$ cat config.mk
export PLATFORM = sky130hd
export DESIGN_NAME = gete_ctrl
export DESIGN_NICKNAME = d
export VERILOG_FILES = /design/src/sv/gete_pkg.sv /design/src/sv/gete_ctrl.sv
export SDC_FILE = /design/constraint.sdc
export NUM_CORES = 1
export LEC_CHECK = 0
export BUFFER_PORTS_ARGS = -buffer_cell sky130_fd_sc_hd__buf_4
export CELL_PAD_IN_SITES_DETAIL_PLACEMENT = 0
export CELL_PAD_IN_SITES_GLOBAL_PLACEMENT = 1
export CORE_UTILIZATION = 38
export CTS_CLUSTER_SIZE = 16
export DETAILED_ROUTE_END_ITERATION = 8
export PLACE_DENSITY = 0.95
export SETUP_SLACK_MARGIN = 0.05
export SYNTH_ARGS = -nofsm -noshare
export SYNTH_HDL_FRONTEND = slang
export SYNTH_SLANG_ARGS = --single-unit
$ cat constraint.sdc
create_clock -name clk -period 4.2 [get_ports clk]
set_input_delay 0.21 -clock clk [delete_from_list [all_inputs] [get_ports clk]]
set_output_delay 0.21 -clock clk [all_outputs]
set_load 0.02 [all_outputs]
$ cat src/sv/gete_pkg.sv
// ----------------------------------------------------------------------------
// gete_pkg
// Shared types and codes of the graph edge table engine.
// ----------------------------------------------------------------------------
`default_nettype none

package gete_pkg;

  localparam int CMD_W    = 3;
  localparam int NODE_W   = 16;
  localparam int STATUS_W = 2;
  localparam int VALUE_W  = 6;
  localparam int NTOT_W   = 7;
  localparam int ETOT_W   = 9;
  localparam int DEG_W    = 6;
  localparam logic [DEG_W-1:0] DEG_MAX = 6'd63;

  // command codes
  localparam logic [CMD_W-1:0] CMD_ADD_NODE    = 3'd0;
  localparam logic [CMD_W-1:0] CMD_ADD_EDGE    = 3'd1;
  localparam logic [CMD_W-1:0] CMD_REMOVE_NODE = 3'd2;
  localparam logic [CMD_W-1:0] CMD_REMOVE_EDGE = 3'd3;
  localparam logic [CMD_W-1:0] CMD_DEGREE      = 3'd4;
  localparam logic [CMD_W-1:0] CMD_MAX_DEGREE  = 3'd5;
  localparam logic [CMD_W-1:0] CMD_CLEAR       = 3'd6;
  localparam logic [CMD_W-1:0] CMD_UNUSED      = 3'd7;

  // result status codes
  localparam logic [STATUS_W-1:0] ST_OK       = 2'd0;
  localparam logic [STATUS_W-1:0] ST_REJECT   = 2'd1;
  localparam logic [STATUS_W-1:0] ST_NOTFOUND = 2'd2;
  localparam logic [STATUS_W-1:0] ST_FULL     = 2'd3;

  // datapath operations
  localparam int OP_W = 4;
  localparam logic [OP_W-1:0] OP_IDLE  = 4'd0;
  localparam logic [OP_W-1:0] OP_LATCH = 4'd1;
  localparam logic [OP_W-1:0] OP_CLEAR = 4'd2;
  localparam logic [OP_W-1:0] OP_NRD   = 4'd3;
  localparam logic [OP_W-1:0] OP_NCHK  = 4'd4;
  localparam logic [OP_W-1:0] OP_ERD   = 4'd5;
  localparam logic [OP_W-1:0] OP_ECHK  = 4'd6;
  localparam logic [OP_W-1:0] OP_DRD   = 4'd7;
  localparam logic [OP_W-1:0] OP_DWR   = 4'd8;
  localparam logic [OP_W-1:0] OP_ADDN  = 4'd9;
  localparam logic [OP_W-1:0] OP_WA    = 4'd10;
  localparam logic [OP_W-1:0] OP_WB    = 4'd11;
  localparam logic [OP_W-1:0] OP_WE    = 4'd12;
  localparam logic [OP_W-1:0] OP_DELA  = 4'd13;
  localparam logic [OP_W-1:0] OP_DELB  = 4'd14;
  localparam logic [OP_W-1:0] OP_DELN  = 4'd15;

  typedef struct packed {
    logic [OP_W-1:0] op;
    logic            load;
  } ctl_t;

  typedef struct packed {
    logic [CMD_W-1:0] cmd;
    logic             a_eq_b;
    logic             hit_a;
    logic             hit_b;
    logic             free_any;
    logic             dup;
    logic             add_ok;
    logic             incident;
    logic             last_n;
    logic             last_e;
  } sts_t;

  typedef struct packed {
    logic [STATUS_W-1:0] status;
    logic [VALUE_W-1:0]  value;
    logic [NTOT_W-1:0]   node_total;
    logic [ETOT_W-1:0]   edge_total;
  } res_t;

endpackage

`default_nettype wire

$ cat src/sv/gete_ctrl.sv
// ----------------------------------------------------------------------------
// gete_ctrl
// Command sequencer: node scan, edge scan, then the table updates.
// ----------------------------------------------------------------------------
`default_nettype none

module gete_ctrl (
  input  wire logic          clk,
  input  wire logic          rst,
  input  wire logic          req_valid,
  input  wire logic          out_free,
  input  wire gete_pkg::sts_t sts,
  output logic               req_ready,
  output gete_pkg::ctl_t     ctl
);

  localparam logic [4:0] S_IDLE  = 5'd0;
  localparam logic [4:0] S_DISP  = 5'd1;
  localparam logic [4:0] S_NRD   = 5'd2;
  localparam logic [4:0] S_NCHK  = 5'd3;
  localparam logic [4:0] S_NDONE = 5'd4;
  localparam logic [4:0] S_ERD   = 5'd5;
  localparam logic [4:0] S_ECHK  = 5'd6;
  localparam logic [4:0] S_DRD   = 5'd7;
  localparam logic [4:0] S_DWR   = 5'd8;
  localparam logic [4:0] S_EDONE = 5'd9;
  localparam logic [4:0] S_ADDN  = 5'd10;
  localparam logic [4:0] S_WA    = 5'd11;
  localparam logic [4:0] S_WB    = 5'd12;
  localparam logic [4:0] S_WE    = 5'd13;
  localparam logic [4:0] S_DELA  = 5'd14;
  localparam logic [4:0] S_DELB  = 5'd15;
  localparam logic [4:0] S_DELN  = 5'd16;
  localparam logic [4:0] S_FIN   = 5'd17;

  logic [4:0] state, state_next;

  always_ff @(posedge clk) begin
    if (rst) begin
      state <= S_IDLE;
    end else begin
      state <= state_next;
    end
  end

  assign req_ready = (state == S_IDLE);

  always_comb begin
    state_next = state;
    ctl.op     = gete_pkg::OP_IDLE;
    ctl.load   = 1'b0;
    unique case (state)
      S_IDLE: begin
        if (req_valid) begin
          ctl.op     = gete_pkg::OP_LATCH;
          state_next = S_DISP;
        end
      end
      S_DISP: begin
        priority if (sts.cmd == gete_pkg::CMD_CLEAR) begin
          ctl.op     = gete_pkg::OP_CLEAR;
          state_next = S_FIN;
        end else if (sts.cmd == gete_pkg::CMD_UNUSED) begin
          state_next = S_FIN;
        end else if (sts.cmd == gete_pkg::CMD_ADD_EDGE && sts.a_eq_b) begin
          state_next = S_FIN;
        end else begin
          state_next = S_NRD;
        end
      end
      S_NRD: begin
        ctl.op     = gete_pkg::OP_NRD;
        state_next = S_NCHK;
      end
      S_NCHK: begin
        ctl.op     = gete_pkg::OP_NCHK;
        state_next = sts.last_n ? S_NDONE : S_NRD;
      end
      S_NDONE: begin
        priority case (sts.cmd)
          gete_pkg::CMD_ADD_NODE:
            state_next = (!sts.hit_a && sts.free_any) ? S_ADDN : S_FIN;
          gete_pkg::CMD_ADD_EDGE:    state_next = S_ERD;
          gete_pkg::CMD_REMOVE_NODE: state_next = sts.hit_a ? S_ERD : S_FIN;
          gete_pkg::CMD_REMOVE_EDGE:
            state_next = (sts.hit_a && sts.hit_b) ? S_ERD : S_FIN;
          default:                   state_next = S_FIN;
        endcase
      end
      S_ERD: begin
        ctl.op     = gete_pkg::OP_ERD;
        state_next = S_ECHK;
      end
      S_ECHK: begin
        ctl.op = gete_pkg::OP_ECHK;
        priority if (sts.incident) begin
          state_next = S_DRD;
        end else if (sts.last_e) begin
          state_next = S_EDONE;
        end else begin
          state_next = S_ERD;
        end
      end
      S_DRD: begin
        ctl.op     = gete_pkg::OP_DRD;
        state_next = S_DWR;
      end
      S_DWR: begin
        ctl.op     = gete_pkg::OP_DWR;
        state_next = sts.last_e ? S_EDONE : S_ERD;
      end
      S_EDONE: begin
        priority case (sts.cmd)
          gete_pkg::CMD_ADD_EDGE:
            state_next = (!sts.dup && sts.add_ok) ? S_WA : S_FIN;
          gete_pkg::CMD_REMOVE_NODE: state_next = S_DELN;
          gete_pkg::CMD_REMOVE_EDGE: state_next = sts.dup ? S_DELA : S_FIN;
          default:                   state_next = S_FIN;
        endcase
      end
      S_ADDN: begin
        ctl.op     = gete_pkg::OP_ADDN;
        state_next = S_FIN;
      end
      S_WA: begin
        ctl.op     = gete_pkg::OP_WA;
        state_next = S_WB;
      end
      S_WB: begin
        ctl.op     = gete_pkg::OP_WB;
        state_next = S_WE;
      end
      S_WE: begin
        ctl.op     = gete_pkg::OP_WE;
        state_next = S_FIN;
      end
      S_DELA: begin
        ctl.op     = gete_pkg::OP_DELA;
        state_next = S_DELB;
      end
      S_DELB: begin
        ctl.op     = gete_pkg::OP_DELB;
        state_next = S_FIN;
      end
      S_DELN: begin
        ctl.op     = gete_pkg::OP_DELN;
        state_next = S_FIN;
      end
      S_FIN: begin
        ctl.load = out_free;
        if (out_free) begin
          state_next = S_IDLE;
        end
      end
      default: state_next = S_IDLE;
    endcase
  end

endmodule

`default_nettype wire

Word level (Yosys, flattened, before mapping)
Cells that the tools add are included.
{"block": "op_classes", "eq_ne": 24, "mux": 20, "n_reduce_logical": 10}
{"cell": "5-bit case mux with 15 select lines", "n": 1}
{"cell": "4-bit case mux with 15 select lines", "n": 1}
{"cell": "5-bit two-way mux", "n": 10}
{"cell": "5-bit by 4-bit == test with 1-bit output (second input constant)", "n": 8}
{"cell": "5-bit by 3-bit == test with 1-bit output (second input constant)", "n": 4}
{"cell": "5-bit case mux with 4 select lines", "n": 1}
{"cell": "5-bit case mux with 3 select lines", "n": 1}
{"cell": "5-bit by 2-bit == test with 1-bit output (second input constant)", "n": 2}
{"cell": "5-bit == test (second input constant)", "n": 2}
{"cell": "4-bit two-way mux", "n": 2}
{"cell": "3-bit by 2-bit == test with 1-bit output (second input constant)", "n": 2}
{"cell": "3-bit == test (second input constant)", "n": 2}
{"cell": "5-bit by 1-bit == test with 1-bit output (second input constant)", "n": 1}
{"cell": "5-bit logical NOT", "n": 1}
{"cell": "1-bit logical AND", "n": 4}
{"cell": "2-bit inequality test (second input constant)", "n": 2}
{"cell": "4-bit OR reduction", "n": 1}
{"cell": "3-bit by 1-bit == test with 1-bit output (second input constant)", "n": 1}
{"cell": "3-bit logical NOT", "n": 1}
{"cell": "3-bit two-way mux", "n": 1}
{"cell": "1-bit logical NOT", "n": 2}
{"cell": "1-bit two-way mux", "n": 2}
{"cell": "2-bit two-way mux", "n": 1}
{"cell": "2-bit AND reduction", "n": 1}
{"block": "totals", "regBits": 5, "in_bits": 16, "out_inout_bits": 6, "elab_cells": 55}

Depth between registers and ports, before layout
{"block": "logic_depth", "word_depth": 6, "depth_mapped": 6, "depth_no_buf": 4}

Worst setup path after synthesis
Ideal clock, no wire load.
{"block": "synth_path", "path_type": "flip-flop to output port", "start": "register state[2]", "end": "output ctl[3] in the netlist's numbering", "t_arrival_ps": 1529, "required_ps": 3990, "path_slack_ps": 2461, "path_stages_with_launch": 6, "path_buffers": 2, "path_cell_list": "dfxtp_1 > clkbuf_1 > clkbuf_1 > nor2b_1 > a21oi_1 > o21ai_0"}
{"element": "start, declared", "line": "gete_ctrl.sv:36", "rtl": "logic [4:0] state, state_next;"}
{"element": "start signal, assigned", "line": "gete_ctrl.sv:42", "rtl": "state <= state_next;"}
{"element": "end, declared", "line": "gete_ctrl.sv:14", "rtl": "output gete_pkg::ctl_t ctl"}

==> impl_results.md <==
* Max-capacitance violation count at 0
* Initial cell density of the core at 42.47%
* Ys async rst share at 0%
* Post_cts resized at 0
* Syn avg cell area at ~7.0 µm²
* CTS sink cnt at 5
* Peak Freq at 471.5 MHz
* ANT cells at 0
* Site row count at 15
* Minimum clock period at between 2 and 2.5 ns
* Largest Register: state
* RSZ-0062 raised after global routing: no
* Worst vdd ir at 0.0001304 V
* Status: completed
* First-pass detailed-route iteration total at 4
* HPWL Detailed at ~1.5 mm
* Cells along the critical path: nor3b_1, a311o_1, a22oi_1, o21ai_0, buf_4
* Non-filler cells, final at 150
* Die width at around 47 µm
* Hold-fix buffers, CTS at 0
* Worst-Margin Slew at roughly 0.65 ns
* Inst Count DP at roughly 150
* Synthesized instance count at 110
* Initial antenna violation count at 0
* First-pass GRT wire length at 3.222 mm
* CP Class: register to output pin
* Post-synth EDFFs at 0
* TritonCTS Buffers at 3
* Via count at 880
* Library cells used by synthesis at 44
* DRC viols at 0
* DR iter-0 viols at 25
* Worst path required time at 3.99 ns
* Crit. End Element: output pin
* CP max stage delay at approximately 0.73 ns
* GRT overflow at 0
* Core ar. at roughly 0.0018 mm²
* Post-Syn Nets at 126
* Post-route setup slack at ~2.1 ns
* Largest register FFs at 5
* Overall Power at approximately 0.25 mW
* H-tree levels at 1
* DRT Wirelength at 1.978 mm
* Die Area at about 0.0022 mm²
* Nets at ~140
* Clock skew at between 0.005 and 0.006 ns
* Startpoint Class: register
* Top flop regs: state (5)
* PortBufs at 21
* Layout area overhead at 21.68%
* Final setup vio count at 0
* Power Dens Cells at ~270 mW/mm²
* CTS max path bufs at 2
* Layout cell share with drive strength beyond 1 at 25.60%
* Seq cells post-synth at 5
* Synthesized area at 773.2 µm²
* TNS Setup at 0 ns
* Fill cell count at between 150 and 200
* Final ANT Viol Nets at 0
* DR WL/cell at ~13 µm
* I/O pin count at 22
* Post-synth top flop: dfxtp_1
* Placed standard-cell area at slightly above 900 µm²
* Vias in the first global route at 750
* Leak at between 0.3 and 0.4 nW
* Syn. warnings at 0
* Clock latency at the later pin of the worst-skew pair at between 0.2 and 0.25 ns
* Crit path DAT at roughly 1.9 ns
* Final slew viol count at 0
* CTS tree: done
* CP max stage cell: dfxtp_1
* Hold Path Class: input pin to register
* GPL Wtd Cong at ~0.85
* Die Y at about 47 µm
* Final instance area at around 940 µm²
* Worst slack, placed at approximately 2.4 ns
* Post-synthesis sequential area ratio at between 10% and 20%
* Worst-path fanout max at 22
* Clock Pin Slew Worst Setup and Hold Paths at about 0.050 ns
* All-Layer GR Usage at about 20%
* Hold Vio Cnt, Final at 0
* Slew Limit Headroom at 56.79%
* Clk root buf: clkbuf_4
* Largest net degree at the start of global routing at 23
* Post-route clock period utilization at 50.49%
* Vias per std cell at 5.867
* # Post-CTS Setup Buffers at 0
[path summary, 6_finish.rpt]
| check | startpoint | to | slack (ns) | cells after the start |
|---|---|---|---|---|
| max | state[2] | ctl[2] | 2.08 | 5 |
| min | rst | state[3] | 0.17 | 2 |
| max reg2reg | state[0] | state[0] | 2.36 | 4 |
| min reg2reg | state[3] | state[4] | 0.87 | 4 |
[cell usage after synthesis, types with 2 or more instances]
library cell / number / area (µm²)
nand2b_1: 9 / 56.30
inv_1: 2 / 7.510
nor4_1: 2 / 12.51
clkbuf_1: 7 / 26.28
a2bb2oi_1: 2 / 17.52
dfxtp_1: 5 / 100.1
or3b_2: 4 / 35.03
nand4_1: 2 / 12.51
a21oi_1: 8 / 40.04
a22oi_1: 2 / 15.01
o41ai_1: 2 / 17.52
buf_2: 2 / 10.01
a211oi_1: 2 / 15.01
nor2b_1: 7 / 43.79
nand3b_1: 2 / 15.01
o21ai_0: 7 / 35.03
nor3b_1: 2 / 15.01
a31oi_1: 4 / 25.02
and2_1: 2 / 12.51
nand2_1: 7 / 26.28
nor2_1: 3 / 11.26
nor3_1: 4 / 20.02
mux2i_1: 2 / 20.02
[logic make-up after synthesis]
| family | Yosys count | share of synthesized area [%] |
|---|---|---|
| simple gates | 51 | 40.94 |
| mux | 3 | 4.045 |
| compound gates | 38 | 33.82 |
| xor+xnor | 1 | 1.133 |
| flops | 5 | 12.95 |
| buf+inv | 12 | 7.121 |
[layout make-up]
class,count,area (µm²),share of cell area (%)
Multi-Input combinational cell,93,618.1,65.69
Inverter,2,7.507,0.7979
Clock buffer,4,26.28,2.793
Sequential cell,5,100.1,10.64
Tap cell,25,31.28,3.324
Timing Repair Buffer,21,157.7,16.76
[report_power, final]
| part | switching [mW] | internal [mW] | total (mW) |
|---|---|---|---|
| Clock | 0.0183 | 0.0358 | 0.0542 |
| Combinational | 0.0593 | 0.0641 | 0.123 |
| Sequential | 0.0223 | 0.0526 | 0.0750 |
| Total | 0.100 | 0.153 | 0.253 |
[routing by layer]
metal  global-route usage, %  wire [µm]  up-vias
li1                        -          -      446
met1                   28.44        917      394
met2                   32.50        924       40
met3                   4.615        136        0
met4                       0          0        0
met5                       0          0        -
[metrics by stage]
stage / hold slack [ns] / util [%]
global route: 0.1527 / 51.68
detailed placement: 0.4170 / 50.24
global placement: 0.4136 / 50.24
finish: 0.1683 / 51.68
CTS: 0.1633 / 51.68
floorplan: 0.2791 / -
[layout by cell type (no fill, tap or decap), types with 3 or more instances in the layout]
cell type	netlist	layout
clkbuf_4	0	3
nor2b_1	7	7
buf_4	0	21
nand2_1	7	7
or3b_2	4	4
nand2b_1	9	9
a21oi_1	8	8
dfxtp_1	5	5
nor3_1	4	4
a31oi_1	4	4
nor2_1	3	3
o21ai_0	7	7
[critical path, delay by kind of cell, from the launching register on]
family                 cells  cell delay, ns
AO/OA/AOI/OAI              3            0.61
flip-flops                 1            0.73
AND/OR/NAND/NOR            1            0.15
buffers and inverters      1            0.18
(Power assumes the default switching activity.)
